**src/rtl/core/mi_pkg.sv**
```systemverilog
// Shared types, constants and helpers for the mass index block.
`default_nettype none
package mi_pkg;
	localparam int WINDOW_MAX_DEF = 32;
	localparam int DIV_W = 72;
	localparam int DIV_CW = 7;
	localparam int BAR_W = 13;

	localparam logic [1:0] CFG_FAST = 2'd0;
	localparam logic [1:0] CFG_SLOW = 2'd1;
	localparam logic [1:0] CFG_WARM = 2'd2;

	localparam logic [9:0] FAST_RESET = 10'd9;
	localparam logic [5:0] SLOW_RESET = 6'd25;
	localparam logic [10:0] WARM_RESET = 11'd8;

	localparam logic signed [47:0] MAX48 = 48'sh7FFF_FFFF_FFFF;
	localparam logic signed [47:0] MIN48 = 48'sh8000_0000_0000;
	localparam logic signed [39:0] MAX40 = 40'sh7F_FFFF_FFFF;
	localparam logic signed [39:0] MIN40 = 40'sh80_0000_0000;
	localparam logic signed [39:0] ONE_Q24 = 40'sh00_0100_0000;

	typedef struct packed {
		logic [DIV_W-1:0] dividend;
		logic [47:0] divisor;
		logic [DIV_CW-1:0] count;
	} div_req_t;

	function automatic logic signed [47:0] sat48(input logic signed [50:0] v);
		logic signed [47:0] r;
		if (v > 51'(MAX48))
			r = MAX48;
		else if (v < 51'(MIN48))
			r = MIN48;
		else
			r = v[47:0];
		return r;
	endfunction
endpackage
`default_nettype wire

```
**src/rtl/core/mi_bar_if.sv**
```systemverilog
// Input channel carrying one price bar per request.
`default_nettype none
interface mi_bar_if;
	logic valid;
	logic ready;
	logic [31:0] high_price;
	logic [31:0] low_price;
	modport source(output valid, output high_price, output low_price, input ready);
	modport sink(input valid, input high_price, input low_price, output ready);
endinterface
`default_nettype wire

```
**src/rtl/core/mi_mass_if.sv**
```systemverilog
// Output channel carrying one mass index value per request.
`default_nettype none
interface mi_mass_if;
	logic valid;
	logic ready;
	logic signed [47:0] mass_index;
	modport source(output valid, output mass_index, input ready);
	modport sink(input valid, input mass_index, output ready);
endinterface
`default_nettype wire

```
**src/rtl/core/mass_index_stream.sv**
```systemverilog
// Top level of the streaming mass index: sequencer, EMA state and ratio window.
`default_nettype none
// Mass index over a stream of price bars. One bar is taken at a time; the
// block runs a fixed sequence: up to two EMA updates and one ratio, each
// through a shared bit-serial divider that is started and then collected,
// then the window update with one RAM write and one RAM read. A result
// waits in an output register and the next bar is taken meanwhile; a bar
// that reaches the window while that register is still full holds there
// until it drains. The user must write configuration only while the block
// is idle; the block itself does not enforce this. Ring entries need no
// clearing after reset.
module mass_index_stream
	import mi_pkg::*;
#(
	parameter int WINDOW_MAX = WINDOW_MAX_DEF
) (
	input  wire logic        clk,
	input  wire logic        arst_n,
	mi_bar_if.sink           bar,
	mi_mass_if.source        mass,
	input  wire logic        cfg_we,
	input  wire logic [1:0]  cfg_index,
	input  wire logic [10:0] cfg_data
);
	localparam int PW = $clog2(WINDOW_MAX);

	localparam logic [3:0] S_IDLE = 4'd0;
	localparam logic [3:0] S_ST1  = 4'd1;
	localparam logic [3:0] S_W1   = 4'd2;
	localparam logic [3:0] S_ST2  = 4'd3;
	localparam logic [3:0] S_W2   = 4'd4;
	localparam logic [3:0] S_RAT  = 4'd5;
	localparam logic [3:0] S_W3   = 4'd6;
	localparam logic [3:0] S_WIN  = 4'd7;
	localparam logic [3:0] S_RD   = 4'd8;
	localparam logic [3:0] S_SUB  = 4'd9;
	localparam logic [3:0] S_FIN  = 4'd10;

	logic [3:0] state_q;
	logic [9:0] fast_q;
	logic [5:0] slow_q;
	logic [10:0] warm_q;
	logic signed [47:0] ema1_q, ema2_q, sum1_q, sum2_q, total_q, span_q;
	logic signed [39:0] ratio_q;
	logic [PW-1:0] pos_q;
	logic [BAR_W-1:0] bar_q;
	logic neg_q, seed_q;
	logic out_valid_q;
	logic signed [47:0] mass_q;
	div_req_t div_req_q;
	logic div_start_q;
	logic div_done;
	logic [DIV_W-1:0] div_q;
	logic [39:0] ram_rdata;

	// derived configuration
	logic [9:0] fast_eff;
	logic [BAR_W-1:0] fast13, slow13, slow_eff, warm13, warm2, last, kbar;
	logic steady, seed1, seed2, active2, out_free;
	always_comb begin
		fast_eff = (fast_q < 10'd2) ? 10'd2 : fast_q;
		fast13 = BAR_W'(fast_eff);
		slow13 = BAR_W'(slow_q);
		if (slow_q == 6'd0)
			slow_eff = BAR_W'(1);
		else if (slow13 > BAR_W'(WINDOW_MAX))
			slow_eff = BAR_W'(WINDOW_MAX);
		else
			slow_eff = slow13;
		warm13 = BAR_W'(warm_q);
		warm2 = {warm13[BAR_W-2:0], 1'b0};
		last = warm2 + slow_eff - BAR_W'(1);
		steady = bar_q > last;
		kbar = bar_q - warm13;
		seed1 = !steady && (bar_q < fast13);
		active2 = steady || (bar_q >= warm13);
		seed2 = !steady && (kbar < fast13);
		out_free = !out_valid_q || mass.ready;
	end

	// arithmetic around the divider
	logic signed [47:0] nsum1, nsum2, x2, cur_ema;
	logic signed [48:0] diff1, diff2;
	logic signed [49:0] dd1, dd2;
	logic [49:0] abs_dd1, abs_dd2;
	logic [47:0] abs_nsum1, abs_nsum2, abs_ema1, abs_ema2;
	logic signed [50:0] q_s51;
	logic signed [47:0] ema_step, seed_val;
	logic signed [39:0] ratio_div;
	logic [PW-1:0] wpos, npos;
	logic [BAR_W-1:0] wpos1;
	logic signed [47:0] total_add, total_sub;
	always_comb begin
		x2 = ema1_q;
		nsum1 = sat48(51'(sum1_q) + 51'(span_q));
		nsum2 = sat48(51'(sum2_q) + 51'(x2));
		abs_nsum1 = nsum1[47] ? 48'(-nsum1) : 48'(nsum1);
		abs_nsum2 = nsum2[47] ? 48'(-nsum2) : 48'(nsum2);
		diff1 = 49'(span_q) - 49'(ema1_q);
		diff2 = 49'(x2) - 49'(ema2_q);
		dd1 = $signed({diff1, 1'b0});
		dd2 = $signed({diff2, 1'b0});
		abs_dd1 = dd1[49] ? 50'(-dd1) : 50'(dd1);
		abs_dd2 = dd2[49] ? 50'(-dd2) : 50'(dd2);
		abs_ema1 = ema1_q[47] ? 48'(-ema1_q) : 48'(ema1_q);
		abs_ema2 = ema2_q[47] ? 48'(-ema2_q) : 48'(ema2_q);
		cur_ema = (state_q == S_W1) ? ema1_q : ema2_q;
		q_s51 = neg_q ? -$signed({1'b0, div_q[49:0]}) : $signed({1'b0, div_q[49:0]});
		ema_step = sat48(51'(cur_ema) + q_s51);
		seed_val = neg_q ? -$signed(div_q[47:0]) : $signed(div_q[47:0]);
		if (|div_q[DIV_W-1:39])
			ratio_div = neg_q ? MIN40 : MAX40;
		else
			ratio_div = neg_q ? -$signed({1'b0, div_q[38:0]}) : $signed({1'b0, div_q[38:0]});
		wpos = (BAR_W'(pos_q) >= slow_eff) ? '0 : pos_q;
		wpos1 = BAR_W'(wpos) + BAR_W'(1);
		npos = (wpos1 >= slow_eff) ? '0 : wpos1[PW-1:0];
		total_add = sat48(51'(total_q) + 51'(ratio_q));
		total_sub = sat48(51'(total_q) - 51'($signed(ram_rdata)));
	end

	always_ff @(posedge clk or negedge arst_n) begin
		if (!arst_n) begin
			fast_q <= FAST_RESET;
			slow_q <= SLOW_RESET;
			warm_q <= WARM_RESET;
		end else if (cfg_we) begin
			unique case (cfg_index)
				CFG_FAST: fast_q <= cfg_data[9:0];
				CFG_SLOW: slow_q <= cfg_data[5:0];
				CFG_WARM: warm_q <= cfg_data;
				default: ;
			endcase
		end
	end

	always_ff @(posedge clk or negedge arst_n) begin
		if (!arst_n) begin
			state_q <= S_IDLE;
			ema1_q <= '0;
			ema2_q <= '0;
			sum1_q <= '0;
			sum2_q <= '0;
			total_q <= '0;
			pos_q <= '0;
			bar_q <= '0;
			out_valid_q <= 1'b0;
			div_start_q <= 1'b0;
		end else begin
			div_start_q <= 1'b0;
			if (out_valid_q && mass.ready)
				out_valid_q <= 1'b0;
			unique case (state_q)
				S_IDLE: begin
					if (bar.valid) begin
						span_q <= 48'($signed({1'b0, bar.high_price} - {1'b0, bar.low_price})
							* 48'sd256);
						state_q <= S_ST1;
					end
				end
				S_ST1: begin
					if (seed1) begin
						sum1_q <= nsum1;
						if (bar_q == fast13 - BAR_W'(1)) begin
							div_req_q <= '{dividend: {abs_nsum1, 24'b0},
								divisor: 48'(fast_eff), count: DIV_CW'(48)};
							div_start_q <= 1'b1;
							neg_q <= nsum1[47];
							seed_q <= 1'b1;
							state_q <= S_W1;
						end else begin
							state_q <= S_ST2;
						end
					end else begin
						div_req_q <= '{dividend: {abs_dd1, 22'b0},
							divisor: 48'(fast_eff) + 48'd1, count: DIV_CW'(50)};
						div_start_q <= 1'b1;
						neg_q <= dd1[49];
						seed_q <= 1'b0;
						state_q <= S_W1;
					end
				end
				S_W1: begin
					if (div_done) begin
						ema1_q <= seed_q ? seed_val : ema_step;
						state_q <= S_ST2;
					end
				end
				S_ST2: begin
					if (!active2) begin
						state_q <= S_RAT;
					end else if (seed2) begin
						sum2_q <= nsum2;
						if (kbar == fast13 - BAR_W'(1)) begin
							div_req_q <= '{dividend: {abs_nsum2, 24'b0},
								divisor: 48'(fast_eff), count: DIV_CW'(48)};
							div_start_q <= 1'b1;
							neg_q <= nsum2[47];
							seed_q <= 1'b1;
							state_q <= S_W2;
						end else begin
							state_q <= S_RAT;
						end
					end else begin
						div_req_q <= '{dividend: {abs_dd2, 22'b0},
							divisor: 48'(fast_eff) + 48'd1, count: DIV_CW'(50)};
						div_start_q <= 1'b1;
						neg_q <= dd2[49];
						seed_q <= 1'b0;
						state_q <= S_W2;
					end
				end
				S_W2: begin
					if (div_done) begin
						ema2_q <= seed_q ? seed_val : ema_step;
						state_q <= S_RAT;
					end
				end
				S_RAT: begin
					if (bar_q < warm2) begin
						state_q <= S_FIN;
					end else if (ema2_q == 48'sd0) begin
						ratio_q <= ONE_Q24;
						state_q <= S_WIN;
					end else begin
						div_req_q <= '{dividend: {abs_ema1, 24'b0},
							divisor: abs_ema2, count: DIV_CW'(72)};
						div_start_q <= 1'b1;
						neg_q <= ema1_q[47] ^ ema2_q[47];
						state_q <= S_W3;
					end
				end
				S_W3: begin
					if (div_done) begin
						ratio_q <= ratio_div;
						state_q <= S_WIN;
					end
				end
				S_WIN: begin
					// hold until the output register is free
					if (bar_q >= last) begin
						if (out_free) begin
							mass_q <= total_add;
							out_valid_q <= 1'b1;
							total_q <= total_add;
							pos_q <= npos;
							state_q <= S_RD;
						end
					end else begin
						total_q <= total_add;
						pos_q <= npos;
						state_q <= S_FIN;
					end
				end
				S_RD: state_q <= S_SUB;
				S_SUB: begin
					// drop the oldest ratio from the window
					total_q <= total_sub;
					state_q <= S_FIN;
				end
				S_FIN: begin
					if (bar_q <= last)
						bar_q <= bar_q + BAR_W'(1);
					state_q <= S_IDLE;
				end
				default: state_q <= S_IDLE;
			endcase
		end
	end

	mi_div u_div (
		.clk      (clk),
		.arst_n   (arst_n),
		.start    (div_start_q),
		.req      (div_req_q),
		.done     (div_done),
		.quotient (div_q)
	);

	mi_ram #(
		.WIDTH (40),
		.DEPTH (WINDOW_MAX)
	) u_ring (
		.clk   (clk),
		.we    (state_q == S_WIN),
		.waddr (wpos),
		.wdata (ratio_q),
		.raddr (pos_q),
		.rdata (ram_rdata)
	);

	assign bar.ready = (state_q == S_IDLE);
	assign mass.valid = out_valid_q;
	assign mass.mass_index = mass_q;
endmodule
`default_nettype wire

```
**src/rtl/core/mi_ram.sv**
```systemverilog
// Generic single-write, single-read RAM with registered read data.
`default_nettype none
module mi_ram #(
	parameter int WIDTH = 40,
	parameter int DEPTH = 32
) (
	input  wire logic                     clk,
	input  wire logic                     we,
	input  wire logic [$clog2(DEPTH)-1:0] waddr,
	input  wire logic [WIDTH-1:0]         wdata,
	input  wire logic [$clog2(DEPTH)-1:0] raddr,
	output logic [WIDTH-1:0]              rdata
);
	logic [WIDTH-1:0] mem_q [DEPTH];

	always_ff @(posedge clk) begin
		if (we)
			mem_q[waddr] <= wdata;
		rdata <= mem_q[raddr];
	end
endmodule
`default_nettype wire

```
**src/rtl/core/mi_div.sv**
```systemverilog
// Bit-serial restoring divider: one quotient bit per cycle.
`default_nettype none
module mi_div
	import mi_pkg::*;
(
	input  wire logic           clk,
	input  wire logic           arst_n,
	input  wire logic           start,
	input  wire div_req_t       req,
	output logic                done,
	output logic [DIV_W-1:0]    quotient
);
	logic busy_q;
	logic done_q;
	logic [DIV_CW-1:0] cnt_q;
	logic [DIV_W-1:0] work_q;
	logic [47:0] rem_q;
	logic [47:0] divisor_q;
	logic [48:0] trial;
	logic [48:0] diff;
	logic ge;

	assign trial = {rem_q, work_q[DIV_W-1]};
	assign ge = trial >= {1'b0, divisor_q};
	assign diff = trial - {1'b0, divisor_q};

	always_ff @(posedge clk or negedge arst_n) begin
		if (!arst_n) begin
			busy_q <= 1'b0;
			done_q <= 1'b0;
			cnt_q <= '0;
		end else begin
			done_q <= 1'b0;
			if (start) begin
				busy_q <= 1'b1;
				cnt_q <= req.count;
			end else if (busy_q) begin
				cnt_q <= cnt_q - 1'b1;
				if (cnt_q == DIV_CW'(1)) begin
					busy_q <= 1'b0;
					done_q <= 1'b1;
				end
			end
		end
	end

	// shift dividend out at the top, quotient bits in at the bottom
	always_ff @(posedge clk) begin
		if (start) begin
			work_q <= req.dividend;
			divisor_q <= req.divisor;
			rem_q <= '0;
		end else if (busy_q) begin
			rem_q <= ge ? diff[47:0] : trial[47:0];
			work_q <= {work_q[DIV_W-2:0], ge};
		end
	end

	assign done = done_q;
	assign quotient = work_q;
endmodule
`default_nettype wire

```
**src/flat_wrapper.sv**
```systemverilog
// flat-port wrapper written by rule: the top's interface ports become plain ports
module mass_index_stream_flat import mi_pkg::*;
#(
	parameter int WINDOW_MAX = WINDOW_MAX_DEF
)
  (clk, arst_n, cfg_we, cfg_index, cfg_data, bar_valid, bar_high_price, bar_low_price, bar_ready, mass_valid, mass_mass_index, mass_ready);
  mi_bar_if bar_i ();
  mi_mass_if mass_i ();
  input  wire logic clk;
  input  wire logic arst_n;
  input  wire logic cfg_we;
  input  wire logic [1:0] cfg_index;
  input  wire logic [10:0] cfg_data;
  input wire logic [$bits(bar_i.valid)-1:0] bar_valid;
  input wire logic [$bits(bar_i.high_price)-1:0] bar_high_price;
  input wire logic [$bits(bar_i.low_price)-1:0] bar_low_price;
  output wire logic [$bits(bar_i.ready)-1:0] bar_ready;
  output wire logic [$bits(mass_i.valid)-1:0] mass_valid;
  output wire logic [$bits(mass_i.mass_index)-1:0] mass_mass_index;
  input wire logic [$bits(mass_i.ready)-1:0] mass_ready;
  assign bar_i.valid = bar_valid;
  assign bar_i.high_price = bar_high_price;
  assign bar_i.low_price = bar_low_price;
  assign bar_ready = bar_i.ready;
  assign mass_valid = mass_i.valid;
  assign mass_mass_index = mass_i.mass_index;
  assign mass_i.ready = mass_ready;
  mass_index_stream #(.WINDOW_MAX(WINDOW_MAX)) u_core (.clk(clk), .arst_n(arst_n), .bar(bar_i), .mass(mass_i), .cfg_we(cfg_we), .cfg_index(cfg_index), .cfg_data(cfg_data));
endmodule
```
**config.mk**
```make
export PLATFORM = sky130hd
export DESIGN_NAME = mass_index_stream_flat
export DESIGN_NICKNAME = d
export VERILOG_FILES = /design/src/rtl/core/mi_pkg.sv /design/src/rtl/core/mi_bar_if.sv /design/src/rtl/core/mi_mass_if.sv /design/src/rtl/core/mass_index_stream.sv /design/src/rtl/core/mi_ram.sv /design/src/rtl/core/mi_div.sv /design/src/flat_wrapper.sv
export SDC_FILE = /design/constraint.sdc
export NUM_CORES = 2
export LEC_CHECK = 0
export BUFFER_PORTS_ARGS = -buffer_cell sky130_fd_sc_hd__buf_2
export CAP_MARGIN = 40
export CORE_MARGIN = 1.5
export CORE_UTILIZATION = 40
export CTS_CLUSTER_DIAMETER = 50
export DETAILED_ROUTE_END_ITERATION = 12
export MAX_ROUTING_LAYER = met4
export PLACE_DENSITY = 0.65
export REMOVE_ABC_BUFFERS = 1
export SLEW_MARGIN = 20
export SYNTH_ARGS = -nofsm -noshare
export SYNTH_HDL_FRONTEND = slang
export SYNTH_SLANG_ARGS = --single-unit
```
**constraint.sdc**
```tcl
create_clock -name clk -period 15.74 [get_ports clk]
set_input_delay 1.574 -clock clk [delete_from_list [all_inputs] [get_ports clk]]
set_output_delay 1.574 -clock clk [all_outputs]
set_load 0.05 [all_outputs]
```
==> flow_metrics.py <==
metrics = {
    "global_route": {
        "antenna_found_initial": 13,
        "use_met3_pct": 4.58,
        "grtUsageTotal_pct": 26.8,
        "grt_use_met1_pct": 36.0,
        "grt_pass1_wl_mm": 560,
        "grt_max_degree": 124,
        "top_usage_layer": "met2",
        "overflow": 0,
        "grt_pass1_vias": 83200,
        "use_met2_pct": 40.4,
    },
    "run": {
        "drv_cap": 0,
    },
    "setup_path": {
        "timing.rr.start": "u_core.u_div.quotient[5]",
        "startpoint_type": "flop",
        "path_max_fanout": 26,
        "critPathMostFrequentCell": "or4_1",
        "cp_cell_sequence": "nor4_1 -> nand4b_1 -> or4_1 -> or4_1 -> or4_4 -> or3_4 -> or4_1 -> o21ai_0 -> xnor2_1 -> ha_1 -> inv_1 -> o21bai_1 -> a21oi_1 -> nor2_1 -> nor4_1 -> a21bo_2 -> nand2_1 -> o21ai_2 -> buf_4 -> a21oi_1 -> a221oi_2",
        "crit_type": "flop to flop",
        "endpoint_kind": "flop",
        "crit_required_ns": 16.56,
        "max_stage_delay_ns": 0.70,
        "path_buf_inv": 2,
        "r2r_slack_ns": 7.70,
        "cp_data_arrival_time_ns": 8.86,
        "r2r_end": "u_core.ema1_q[38]",
        "reg2reg_depth": 21,
        "critPathTopFamily": "simple AND/OR/NAND/NOR gates",
        "cp_slowest_cell": "o21ai_2",
    },
    "cts": {
        "clk_latency_ns": 0.97,
        "cts_tree": "yes",
        "cts_sinks": 2011,
        "root_buffer": "clkbuf_16",
        "cts_resized": 0,
        "cts_buffer_depth": 4,
        "holdBufCountCts": 0,
        "numCtsBuffers": 244,
        "htreeDepth": 4,
        "clk_pin_slew_ns": 0.06,
        "cts_setup_buffers": 0,
    },
    "detailed_routing": {
        "wl_per_cell_um": 27.3,
        "initialDrtViolationCount": 10300,
        "drc_errors": 0,
        "antenna_left": 0,
        "drtPass1Iterations": 7,
        "via_per_inst": 6.17,
        "wl_mm": 387,
        "dr_total_vias": 87500,
    },
    "timing": {
        "rsz0062_at_grt": "no",
        "finalSetupViolCount": 0,
        "slew_headroom_pct": 36.6,
        "period_needed_ns": 8.04,
        "drv_slew": 0,
        "fmaxAchievable_ghz": 0.124,
        "skew_ns": 0.128,
        "worst_pin_slew_ns": 0.951,
        "fin_crit_sh_pct": 51.1,
        "hold_violations": 0,
    },
    "logic_synthesis": {
        "synth_compound_area_share_pct": 15.3,
        "yosys.area.top_type_share_pct": 42.5,
        "synthDistinctLibCells": 112,
        "async_flop_share_pct": 14.9,
        "seq_area_frac_synth_pct": 50.6,
        "synth_xor_area_share_pct": 4.87,
        "synthAdderAreaFrac_pct": 6.00,
        "ys.flop_type": "edfxtp_1",
        "synth_mux_area_share_pct": 9.40,
        "synth_edf_count": 1623,
        "synthCells": 9953,
        "syn_area_per_cell_um2": 11.5,
        "yosysTopAreaCell": "edfxtp_1",
        "yosys_warnings": 0,
        "syn_area_um2": 115000,
        "synth_simple_gate_area_share_pct": 10.8,
        "synth_top_family_by_area": "compound AO/OA/AOI/OAI gates",
        "synth.area.top_cells": "edfxtp_1, mux4_2, dfrtp_1",
        "ys_ff_latch": 2011,
    },
    "pwr": {
        "peakVddDrop_mv": 0.118,
        "pwr-share-seq_pct": 48.1,
        "pwr-share-clk_pct": 48.6,
        "power_density_nw_per_um2": 91.2,
        "power.share.switching_pct": 21.8,
        "comb_power_share_pct": 3.3,
        "p_int_w": 0.00930,
        "p_sw_w": 0.00259,
        "finalPower_w": 0.0119,
        "leakagePower_nw": 48.4,
    },
    "floorplan": {
        "dieWidth_um": 538,
        "fp.dieArea_um2": 290000,
        "num_rows": 196,
        "ios": 132,
        "die_h_um": 538,
        "core_region_area_um2": 285000,
        "start_util_pct": 40.2,
    },
    "status": {
        "status": "completed",
    },
    "final_layout": {
        "top_register": "u_core.u_ring.mem_q",
        "final_nets": 10800,
        "final_common_cell": "edfxtp_1",
        "area_growth_pct": 13.7,
        "layout_common_cells": "edfxtp_1, nand2_1, nor2_1, a21oi_1, o21ai_0",
        "final_util_pct": 45.7,
        "drive_gt1_share_pct": 15.0,
        "largest_reg_flops": 1280,
    },
    "hold_path": {
        "min_path_type": "flop to flop",
        "worstHoldEndpoint": "u_core.u_div.divisor_q[29]",
        "hold_depth": 0,
        "hp-start": "u_core.div_req_q[36]",
    },
    "placed_design": {
        "hpwlAfterDp_mm": 275,
        "port-buffer-count": 131,
        "gp_congestion": 1.03,
    },
}
worst register-to-register path: stages (launching register included):
cell,delay [ns]
edfxtp_1,0.42
nor4_1,0.66
nand4b_1,0.36
or4_1,0.63
or4_1,0.58
or4_4,0.51
or3_4,0.39
or4_1,0.50
o21ai_0,0.26
xnor2_1,0.13
ha_1,0.40
inv_1,0.08
o21bai_1,0.15
a21oi_1,0.10
nor2_1,0.20
nor4_1,0.09
a21bo_2,0.37
nand2_1,0.38
o21ai_2,0.71
buf_4,0.49
a21oi_1,0.23
a221oi_2,0.30
cells in the mapped netlist (all sizes together) (43+ instances only):
| library cell | instances |
|---|---|
| nor2 | 751 |
| a31oi | 121 |
| nand2 | 744 |
| ha | 498 |
| mux4 | 400 |
| a21oi | 640 |
| and3 | 70 |
| nand3 | 146 |
| o21a | 79 |
| o211ai | 85 |
| o22ai | 79 |
| and2 | 71 |
| nand4 | 106 |
| o21bai | 69 |
| a21o | 277 |
| a211o | 46 |
| inv | 442 |
| mux2 | 118 |
| xor2 | 196 |
| clkbuf | 409 |
| mux2i | 43 |
| or2 | 43 |
| buf | 59 |
| o21ai | 635 |
| nor4 | 78 |
| xnor2 | 438 |
| nor2b | 96 |
| maj3 | 44 |
| nor3 | 185 |
| a211oi | 140 |
| or3 | 100 |
| dfrtp | 294 |
| nand2b | 85 |
| o31ai | 100 |
| dfxtp | 88 |
| edfxtp | 1623 |
how the worst max path moves through the flow:
stage                                 end                startpoint  slack (ns)  cells past startpoint
4_1_cts                 u_core.ema1_q[38]  u_core.u_div.quotient[5]        7.73                     21
5_1_grt             u_core.div_req_q[121]          u_core.ema1_q[8]        7.32                     25
3_5_place_dp            u_core.ema1_q[38]  u_core.u_div.quotient[2]        7.77                     21
3_3_place_gp            u_core.ema2_q[42]  u_core.u_div.quotient[4]        7.75                     24
2_1_floorplan  u_core.u_ring.mem_q[19][0]           u_core.pos_q[0]       -1.30                     13
6_report                u_core.ema1_q[38]  u_core.u_div.quotient[5]        7.70                     21
metrics by stage:
| stage | setup TNS, ns | cell area [um^2] | instances | worst slack (ns) | hold slack [ns] |
|---|---|---|---|---|---|
| global route | 0 | 130000 | 14200 | 7.32 | 0.411 |
| finish | 0 | 130000 | 14200 | 7.70 | 0.416 |
| CTS | 0 | 130000 | 14100 | 7.73 | 0.410 |
| detailed placement | 0 | 122000 | 13700 | 7.77 | 0.405 |
| global placement | 0 | 120000 | 13600 | 7.75 | 0.403 |
| floorplan | -1250.93 | 113000 | 9485 | -1.30 | 0.400 |
layout make-up:
cell class | count | area, um^2
tap | 3762 | 4710
multi-input combinational | 7030 | 53500
fill | 25400 | 155000
inverter | 444 | 1670
antenna | 10 | 25.0
clock inverter | 147 | 1660
timing repair buffer | 456 | 3980
clock buffer | 310 | 6710
sequential | 2011 | 58000
per-layer routing:
| layer | part of all wire [%] | vias to the layer above | wire, um |
|---|---|---|---|
| met5 | 0 | - | 0 |
| met4 | 4.7 | 0 | 18100 |
| met3 | 9.4 | 762 | 36500 |
| met2 | 44 | 4598 | 172000 |
| met1 | 42 | 43500 | 161000 |
| li1 | - | 38600 | - |
cells by family (layout without fill, tap and decap cells):
logic type                 Yosys count  in the layout
AOI/OAI and AO/OA                 2690           2690
and+or+nand+nor                   2592           2592
adders and majority gates          552            552
muxes                              561            561
xor gates and xnor gates           635            635
other                                0             10
DFF                               2011           2011
buffers and inverters              912           1357
power groups by stage:
| stage | clock [W] | sequential, W | combinational [W] |
|---|---|---|---|
| 4_1_cts | 0.00585 | 0.00572 | 0.000388 |
| 5_1_grt | 0.00605 | 0.00572 | 0.000442 |
| 3_5_place_dp | 0 | 0.00583 | 0.000384 |
| 2_1_floorplan | 0 | 0.00582 | 0.000276 |
| 6_report | 0.00578 | 0.00572 | 0.000392 |
| 3_3_place_gp | 0 | 0.00582 | 0.000370 |
Note: power is estimated with default switching activity, not from simulation.
